===== src/mtk_pkg.sv =====
// ----------------------------------------------------------------------------
// Morse text keyer package
// Segment types, echo codes and the letter pattern table.
// ----------------------------------------------------------------------------
package mtk_pkg;

	// Echo code that tells what a segment stands for.
	typedef enum logic [2:0] {
		ECHO_NONE   = 3'd0,
		ECHO_DOT    = 3'd1,
		ECHO_DASH   = 3'd2,
		ECHO_LETTER = 3'd3,
		ECHO_WORD   = 3'd4,
		ECHO_END    = 3'd5
	} echo_t;

	// One keying segment.
	typedef struct packed {
		logic       led;
		logic [2:0] dur;
		echo_t      echo;
	} seg_t;

	localparam int unsigned PAT_W = 16;
	typedef logic [PAT_W-1:0] pat_t;

	// Leading bits of the pattern: three ones are a dash, one a dot.
	localparam pat_t MASK_DASH = 16'hE000;
	localparam pat_t MASK_DOT  = 16'h8000;

	// Segment lengths in dot units.
	localparam logic [2:0] DUR_DOT    = 3'd1;
	localparam logic [2:0] DUR_DASH   = 3'd3;
	localparam logic [2:0] DUR_LETTER = 3'd3;
	localparam logic [2:0] DUR_WORD   = 3'd7;
	localparam logic [2:0] DUR_END    = 3'd0;

	// Character codes of interest.
	localparam logic [7:0] CHAR_UP_A  = 8'h41;
	localparam logic [7:0] CHAR_UP_Z  = 8'h5A;
	localparam logic [7:0] CHAR_LO_A  = 8'h61;
	localparam logic [7:0] CHAR_LO_Z  = 8'h7A;
	localparam logic [7:0] CHAR_SPACE = 8'h20;

	// Element pattern of each letter, first element in the top bits.
	function automatic pat_t pattern_lookup(input logic [4:0] idx);
		pat_t p;
		case (idx)
			5'd0:    p = 16'hB800;
			5'd1:    p = 16'hEA80;
			5'd2:    p = 16'hEBA0;
			5'd3:    p = 16'hEA00;
			5'd4:    p = 16'h8000;
			5'd5:    p = 16'hAE80;
			5'd6:    p = 16'hEE80;
			5'd7:    p = 16'hAA00;
			5'd8:    p = 16'hA000;
			5'd9:    p = 16'hBBB8;
			5'd10:   p = 16'hEB80;
			5'd11:   p = 16'hBA80;
			5'd12:   p = 16'hEE00;
			5'd13:   p = 16'hE800;
			5'd14:   p = 16'hEEE0;
			5'd15:   p = 16'hBBA0;
			5'd16:   p = 16'hEEB8;
			5'd17:   p = 16'hBA00;
			5'd18:   p = 16'hA800;
			5'd19:   p = 16'hE000;
			5'd20:   p = 16'hAE00;
			5'd21:   p = 16'hAB80;
			5'd22:   p = 16'hBB80;
			5'd23:   p = 16'hEAE0;
			5'd24:   p = 16'hEBB8;
			5'd25:   p = 16'hEEA0;
			default: p = '0;
		endcase
		return p;
	endfunction

endpackage


===== src/mtk_shift_unit.sv =====
// ----------------------------------------------------------------------------
// Morse text keyer shift unit
// Classifies the leading element of a pattern and shifts it out.
// ----------------------------------------------------------------------------
module mtk_shift_unit (
	input  mtk_pkg::pat_t pat,
	output mtk_pkg::seg_t seg,
	output mtk_pkg::pat_t pat_next,
	output logic          done
);
	import mtk_pkg::*;

	// A dash takes three pattern bits, a dot or a dark unit one.
	always_comb begin
		if ((pat & MASK_DASH) == MASK_DASH) begin
			seg      = '{led: 1'b1, dur: DUR_DASH, echo: ECHO_DASH};
			pat_next = pat << 3;
		end else if ((pat & MASK_DOT) != '0) begin
			seg      = '{led: 1'b1, dur: DUR_DOT, echo: ECHO_DOT};
			pat_next = pat << 1;
		end else begin
			seg      = '{led: 1'b0, dur: DUR_DOT, echo: ECHO_NONE};
			pat_next = pat << 1;
		end
	end

	// The letter is finished once no element bits remain.
	assign done = (pat_next == '0);

endmodule


===== src/morse_text_keyer.sv =====
// ----------------------------------------------------------------------------
// Morse text keyer
// Turns characters into Morse keying segments, one per cycle unless stalled.
// ----------------------------------------------------------------------------
//
//  Channel | Dir | Ports               | Contents
//  --------+-----+---------------------+-----------------------------------------
//  input   | in  | s_tvalid/s_tready   | tdata: char_code; tlast: final_char
//  output  | out | m_tvalid/m_tready   | tdata: led_on, duration_units; tuser:
//          |     |                     | echo_symbol; tlast: last_segment
//
// An item is taken while the sequencer is idle and then causes its segments;
// a final letter causes up to 9 segments: a gap, up to 7 elements from the
// single shift unit and the closing marker.
// Reset clears the sequencer, the message state and the output register.
// A stalled output holds the current segment and pauses the sequencer; the
// input is ready only while the sequencer is idle.
// ----------------------------------------------------------------------------
module morse_text_keyer (
	input  logic       clk,
	input  logic       arst_n,
	input  logic       s_tvalid,
	output logic       s_tready,
	input  logic [7:0] s_tdata,   // [7:0] char_code
	input  logic       s_tlast,   // final_char
	output logic       m_tvalid,
	input  logic       m_tready,
	output logic [7:0] m_tdata,   // [0] led_on, [3:1] duration_units, [7:4] zero
	output logic [2:0] m_tuser,   // [2:0] echo_symbol
	output logic       m_tlast    // last_segment
);
	import mtk_pkg::*;

	typedef enum logic [1:0] {
		ST_IDLE,
		ST_GAP,
		ST_ELEM,
		ST_CLOSE
	} state_t;

	state_t     state_q;
	logic       letter_seen_q;
	logic       space_pending_q;
	logic       word_gap_q;
	logic       fin_q;
	pat_t       pat_q;
	logic       out_valid_q;
	seg_t       out_seg_q;
	logic       out_last_q;

	logic       is_upper;
	logic       is_lower;
	logic       is_letter;
	logic       is_space;
	logic [4:0] char_off;
	seg_t       unit_seg;
	pat_t       unit_next;
	logic       unit_done;
	logic       out_free;
	logic       out_load;

	// Character classification and table index.
	always_comb begin
		is_upper  = s_tdata inside {[CHAR_UP_A:CHAR_UP_Z]};
		is_lower  = s_tdata inside {[CHAR_LO_A:CHAR_LO_Z]};
		is_letter = is_upper || is_lower;
		is_space  = (s_tdata == CHAR_SPACE);
		char_off  = is_upper ? 5'(s_tdata - CHAR_UP_A) : 5'(s_tdata - CHAR_LO_A);
	end

	// Shared element shifter.
	mtk_shift_unit u_shift (
		.pat      (pat_q),
		.seg      (unit_seg),
		.pat_next (unit_next),
		.done     (unit_done)
	);

	assign out_free = !out_valid_q || m_tready;
	assign out_load = out_free && (state_q != ST_IDLE);
	assign s_tready = (state_q == ST_IDLE);

	// Sequencer, message state and output register.
	always_ff @(posedge clk or negedge arst_n) begin
		if (!arst_n) begin
			state_q         <= ST_IDLE;
			letter_seen_q   <= 1'b0;
			space_pending_q <= 1'b0;
			word_gap_q      <= 1'b0;
			fin_q           <= 1'b0;
			pat_q           <= '0;
			out_valid_q     <= 1'b0;
			out_seg_q       <= '0;
			out_last_q      <= 1'b0;
		end else begin
			if (out_load) begin
				out_valid_q <= 1'b1;
			end else if (m_tready) begin
				out_valid_q <= 1'b0;
			end
			case (state_q)
				ST_IDLE: begin
					if (s_tvalid) begin
						fin_q      <= s_tlast;
						word_gap_q <= space_pending_q;
						pat_q      <= pattern_lookup(char_off);
						if (is_letter) begin
							letter_seen_q   <= !s_tlast;
							space_pending_q <= 1'b0;
							state_q         <= letter_seen_q ? ST_GAP : ST_ELEM;
						end else begin
							if (s_tlast) begin
								letter_seen_q   <= 1'b0;
								space_pending_q <= 1'b0;
							end else if (is_space && letter_seen_q) begin
								space_pending_q <= 1'b1;
							end
							state_q <= s_tlast ? ST_CLOSE : ST_IDLE;
						end
					end
				end
				ST_GAP: begin
					if (out_free) begin
						out_last_q  <= 1'b0;
						out_seg_q   <= word_gap_q
							? seg_t'{led: 1'b0, dur: DUR_WORD, echo: ECHO_WORD}
							: seg_t'{led: 1'b0, dur: DUR_LETTER, echo: ECHO_LETTER};
						state_q     <= ST_ELEM;
					end
				end
				ST_ELEM: begin
					if (out_free) begin
						out_seg_q   <= unit_seg;
						out_last_q  <= unit_done && !fin_q;
						pat_q       <= unit_next;
						if (unit_done) begin
							state_q <= fin_q ? ST_CLOSE : ST_IDLE;
						end
					end
				end
				ST_CLOSE: begin
					if (out_free) begin
						out_last_q  <= 1'b1;
						out_seg_q   <= seg_t'{led: 1'b0, dur: DUR_END, echo: ECHO_END};
						state_q     <= ST_IDLE;
					end
				end
				default: begin
					state_q <= ST_IDLE;
				end
			endcase
		end
	end

	// Output port packing.
	assign m_tvalid = out_valid_q;
	assign m_tdata  = {4'b0000, out_seg_q.dur, out_seg_q.led};
	assign m_tuser  = out_seg_q.echo;
	assign m_tlast  = out_last_q;

endmodule


===== config.mk =====
export PLATFORM = sky130hd
export DESIGN_NAME = morse_text_keyer
export DESIGN_NICKNAME = d
export VERILOG_FILES = /design/src/mtk_pkg.sv /design/src/mtk_shift_unit.sv /design/src/morse_text_keyer.sv
export SDC_FILE = /design/constraint.sdc
export NUM_CORES = 1
export LEC_CHECK = 0
export BUFFER_PORTS_ARGS = -buffer_cell sky130_fd_sc_hd__buf_4
export CAP_MARGIN = 20
export CORE_ASPECT_RATIO = 0.75
export CORE_UTILIZATION = 35
export CTS_CLUSTER_SIZE = 14
export DETAILED_ROUTE_END_ITERATION = 10
export GPL_TIMING_DRIVEN = 0
export PLACE_DENSITY = 0.62
export SYNTH_ARGS = -nofsm -noshare
export SYNTH_HDL_FRONTEND = slang
export SYNTH_SLANG_ARGS = --single-unit

===== constraint.sdc =====
create_clock -name clk -period 1.7 [get_ports clk]
set_input_delay 0.085 -clock clk [delete_from_list [all_inputs] [get_ports clk]]
set_output_delay 0.085 -clock clk [all_outputs]
set_load 0.02 [all_outputs]

Yosys cells after proc, flatten, opt, wreduce, memory -nomap -nowiden
Memories as Yosys holds them, arrays and structs flattened.
Index checks and enable logic that the tools add are counted.
{ "totals": {"reg_bits": 31, "latch_bits": 0, "ramBits": 0, "romBits": 416, "input_bits": 13, "mem_count": 1} }
{ "classes": {"add_sub_neg": 2, "multipliers": 0, "n_div": 0, "n_lt_le_gt_ge": 4, "n_eq_ne": 10, "shifts": 0, "n_mux": 33, "n_bitwise": 0, "n_reduce_logical": 24} }
{ "mem_list": {"columns": ["name", "depth", "word_bits", "read_ports", "rd_clocked_by_memory_dff", "write_ports", "line", "rtl"], "rows": [
  ["(no name shown)", 32, 13, 1, 0, 0, "mtk_pkg.sv:48", "case (idx)"]
]} }
{ "ops": {"columns": ["cell", "n"], "rows": [
  ["$mux 16", 3],
  ["$mux 7", 5],
  ["$pmux 16 s2", 1],
  ["$pmux 7 s3", 1],
  ["$mux 2", 9],
  ["$ge 8x7->1 const B", 2],
  ["$le 8x7->1 const B", 2],
  ["$logic_not 16->1", 1],
  ["$mux 1", 10],
  ["$ne 2x2->1 const B", 5],
  ["$sub 5x1->5 const B", 2],
  ["$reduce_and 3->1", 3],
  ["$eq 8x6->1 const B", 1],
  ["$pmux 2 s4", 1],
  ["$reduce_bool 2->1", 4],
  ["$mux 6", 1],
  ["$reduce_bool 3->1", 2],
  ["$logic_and 1x1->1", 5],
  ["$mux 5", 1],
  ["$reduce_and 5->1", 1],
  ["$eq 2x2->1 const B", 2],
  ["$reduce_and 4->1", 1],
  ["$eq 3x3->1 const B", 1],
  ["$logic_not 1->1", 3],
  ["other kinds (5)", 6]
]} }

Longest topological paths before layout
{ "depth": {"ltp_word": 6, "ltp_mapped": 11, "mapped_depth_nobuf": 7} }

Modules after synthesis
From an unflattened synthesis, not the netlist that was laid out.
{ "unflattened": {"hier_cells": 315, "hier_area_um2": 2552.4} }
{ "by_module_without_submodules": {"columns": ["module", "instances", "cells_per_inst", "area_per_inst_um2"], "rows": [
  ["morse_text_keyer", 1, 278, 2230.9],
  ["mtk_shift_unit", 1, 37, 321.6]
]} }

Worst setup path before layout
No wires, ideal clock.
{ "synth_timing": {"path_kind": "input -> register", "start": "input s_tdata[0]", "end": "register pat_q[12]", "setup_time_ps": 126, "arrival_time_ps": 2342, "path_slack_ps": -768, "path_stages": 10, "path_buffers": 3, "cell_sequence": "clkbuf_1 > buf_1 > inv_1 > ha_1 > buf_2 > xnor2_1 > mux2_2 > a21oi_1 > nor2_1 > a221o_1"} }
{ "synth_between": {"elab_chain_cells": 6, "word_cells_on_any_way": 9, "classes_between": "2 x add/sub; 2 x order compare; 3 x mux; 1 x reduce/logical; 1 x memory"} }
{ "synth_lines": {"columns": ["item", "line", "rtl"], "rows": [
  ["start: declaration", "morse_text_keyer.sv:24", "input logic [7:0] s_tdata,"],
  ["$ge 8x7->1 / $le 8x7->1 (equally long branches)", "morse_text_keyer.sv:64", "is_upper = s_tdata inside {[CHAR_UP_A:CHAR_UP_Z]};"],
  ["$logic_and 1x1->1", "morse_text_keyer.sv:64", null],
  ["$mux 5 *", "morse_text_keyer.sv:68", "char_off = is_upper ? 5'(s_tdata - CHAR_UP_A) : 5'(s_tdata - CHAR_LO_A);"],
  ["$mem_v2 32x13 *", null, null],
  ["$mux 16 *", "morse_text_keyer.sv:103", "if (s_tvalid) begin"],
  ["$pmux 16 s2 *", "morse_text_keyer.sv:101", "case (state_q)"],
  ["end signal: assignment", "morse_text_keyer.sv:106", "pat_q <= pattern_lookup(char_off);"],
  ["end signal: assignment", "morse_text_keyer.sv:135", "pat_q <= unit_next;"],
  ["end: declaration", "morse_text_keyer.sv:46", "pat_t pat_q;"]
]} }
Mark *: on every way between the ends. The rest lies on a longest branch, timed or not. The select of a mux whose other input is x is not followed.
A chain may end at the register's enable or synchronous reset.

Final worst setup path
{ "layout_timing": {"start": "input s_tdata[0]", "end": "register pat_q[4]"} }
Same word-level chain as after synthesis.

==> impl_metrics.csv <==
group,metric,value,unit
timing,layout_setup_ws,0.0970,ns
synthesis,syn_inst,302,
critical_path,path_cells,"buf_8 -> buf_12 -> clkinv_8 -> ha_4 -> nor3b_4 -> buf_6 -> xnor2_4 -> nand2_1 -> a211o_1 -> a21oi_1",
global_route,grtUsageMet3,4.00,%
die,fp.dieArea,0.00721,mm2
die,die_h,73.8,um
timing,slew_headroom,61.6,%
timing,finClkSkew,0.00410,ns
die,start_util,37.1,%
clock_tree,clock_path_buffers,2,
timing,worstMarginPinSlew,0.571,ns
route,wl,7490,um
die,core,0.00647,mm2
route,viasPerCell,6.07,
global_route,grtUsageMet1,31.7,%
power_and_ir_drop,p_per_area,824,mW/mm2
critical_path,cpPeakStageDelay,0.35,ns
global_route,grt_pass1_wl,12100,um
global_route,busiest_layer,"met2",
clock_tree,clk_pin_slew,0.10,ns
layout,layout_commonest_cell,"buf_4",
placed_design,gp_congestion,0.927,
layout,fin_area,0.00313,mm2
critical_path,worst-setup-path-type,"input port to flop",
critical_path,cp-start-kind,"input port",
status,status,"complete, no violations",
die,io_pins,27,
synthesis,post_synth.cell_area_avg,7.96,um2
critical_path,critPathCaptureType,"flop",
placed_design,dp_hpwl,5160,um
route,dr_total_vias,2584,
power_and_ir_drop,ir_drop,0.456,mV
layout,final_nets,366,
critical_path,slowest_stage,"nor3b_4",
layout,area_growth,30.2,%
clock_tree,clock_latency,0.28,ns
synthesis,synthArstFlopShare,100,%
synthesis,ys_seq_area_share,29.1,%
timing,period_share,94.3,%
global_route,grt.overflow.total,0,
critical_path,cp_top_family,"compound AO/OA/AOI/OAI gates",
route,detail-route-antenna-nets,0,
clock_tree,cts_max_level,1,
layout,drive_above_1_share,28.4,%
timing,clock.fmax,0.624,GHz
global_route,grt_max_degree,29,
critical_path,crit_buf_inv,4,
global_route,grt_pass1_vias,2346,
timing,rsz0062_at_grt,"false",
synthesis,synth-warning-count,0,
placed_design,dp_slack,-0.595,ns
run,cap_violations,0,
clock_tree,cts_root_buf,"clkbuf_8",
timing,setup_viol,0,
die,rows,25,
clock_tree,numClockSinks,28,
synthesis,ys_top_cells_by_area,"dfrtp_1 (29%), a21oi_1 (5.2%), nand2_1 (5.2%), o21ai_0 (4.2%), ha_1 (3.6%)",
power_and_ir_drop,power.leakage,1.30,nW
route,drtIter0Drc,341,
synthesis,synth-main-ff-cell,"dfrtp_1",
clock_tree,cts_tree,"done",
synthesis,syn_area,0.00240,mm2
layout,fillCellCount,623,
die,die_w,97.7,um
clock_tree,cts_buffers,3,
global_route,grt_util_all_layers,21.2,%
critical_path,crit_required,1.91,ns
global_route,use_met2,32.4,%
min_path,hp-class,"input port to flop",
route,drc,0,
critical_path,path_max_fanout,8,
route,drt_pass1_iterations,6,
synthesis,yosysTopAreaCell,"dfrtp_1",
route,drt-wirelength-per-cell,17.6,um
timing,final_max_slew_viol_count,0,
placed_design,numPortBuffers,20,
critical_path,crit_arrival,1.81,ns
synthesis,synth_edf_count,0,
synthesis,synth.top_cell.area_share,29.1,%
global_route,antenna_found_initial,0,
synthesis,ys_ff_latch,28,
timing,hold_viol,0,
layout,insertedDiodeCount,0,
timing,min_period,1.60,ns
synthesis,synth_cell_types,62,
layout,layout_common_cells,"buf_4 (40), nand2_1 (31), dfrtp_1 (27), a21oi_1 (24), o21ai_0 (20)",
placed_design,placed_area,0.00282,mm2
[worst paths after layout]
path                       startpoint    endpoint  slack (ns)  cells past startpoint
min reg2reg                   m_tlast     m_tlast        0.49                      2
min                          m_tready  m_tdata[0]        0.14                      4
max in group asynchronous      arst_n   pat_q[15]        1.14                      2
max                        s_tdata[0]    pat_q[4]         0.1                     10
max reg2reg                state_q[1]    pat_q[5]        0.11                      6
min in group asynchronous      arst_n  m_tdata[2]        0.26                      2
[per-layer routing]
metal  up-vias  share of wire (%)
met2       100                 44
met5         -                  0
met3         5                7.3
li1       1215                  -
met4         0               0.51
met1      1264                 49
[cell type report]
class / count / area (um2) / share of cell area (%)
repair buffers: 41 / 329 / 10.5
inverters: 7 / 50.0 / 1.60
plain buffers: 23 / 148 / 4.71
well taps: 81 / 101 / 3.24
clock buffers: 4 / 55.1 / 1.76
multi-input cells: 242 / 1750 / 55.8
flip-flops and latches: 28 / 702 / 22.4
[Yosys cell counts (3+ instances only)]
cell      instances
a21oi_1          25
buf_2             4
a31oi_1           8
clkbuf_1         15
o31a_1            4
nor2b_1           6
buf_1             4
buf_4             4
nor2_1           18
nor4_1            4
xnor2_1           5
o211ai_1          4
o22ai_1           4
inv_1             7
nor3b_1           3
and3_1            3
o21ai_0          20
o31ai_1           4
nand3_1          11
ha_1              7
dfrtp_1          28
nand2b_1          5
o21a_1            4
nor3_1            7
nand2_1          33
mux2i_1           8
nor4b_1           4
mux2_2            4
a21o_1            3
a211oi_1          6
[power by group]
part           internal [mW]  switching [mW]
logic                  0.504           0.594
registers              0.846           0.214
clock network          0.208           0.214
total                   1.56            1.02
[registers in the layout (all words and copies together) (netlist names)]
| register | cells |
|---|---|
| word_gap_q | 1 |
| fin_q | 1 |
| m_tlast | 1 |
| m_tdata | 4 |
| pat_q | 13 |
| m_tuser | 3 |
| letter_seen_q | 1 |
| state_q | 2 |
| m_tvalid | 1 |
| space_pending_q | 1 |
[per-stage QoR]
| stage | setup TNS (ns) | cells | hold WS (ns) | utilization, % | power (mW) |
|---|---|---|---|---|---|
| floorplan | -0.495 | 305 | -0.211 | - | 1.72 |
| global placement | -7.75 | 406 | 0.0327 | 43.5 | 2.02 |
| detailed placement | -7.55 | 406 | 0.0381 | 43.5 | 2.03 |
| CTS | -0.0197 | 423 | 0.133 | 47.5 | 2.51 |
| global route | 0 | 426 | 0.148 | 48.4 | 2.74 |
| finish | 0 | 426 | 0.139 | 48.4 | 2.58 |
[tightest hold or removal path, delay by kind of cell]
family | cells | cell delay [ns]
and+or+nand+nor | 2 | 0.13
buffers and inverters | 1 | 0.09
AOI/OAI and AO/OA | 1 | 0.07
[kinds of logic (layout without fill, tap and decap cells)]
kind of cell               after synthesis  count (layout)  share of synthesized area (%)
xor gates and xnor gates                 6               6                           2.19
AOI/OAI and AO/OA                      109             109                           30.7
adders and majority gates                7               7                           3.64
DFF                                     28              28                           29.1
other                                    1               4                          0.156
and+or+nand+nor                        104             104                           22.3
buffers and inverters                   35              75                           6.61
muxes                                   12              12                           5.20
[repair_timing]
item,in CTS,in global routing
buffers inserted,12,6
pin swaps,10,11
hold buffers,2,0
endpoints found under the hold margin,29,0
endpoints found under the setup margin,17,14
gates cloned,1,0
resized for setup,25,21
No activity file was read; power rests on OpenSTA's default activity.
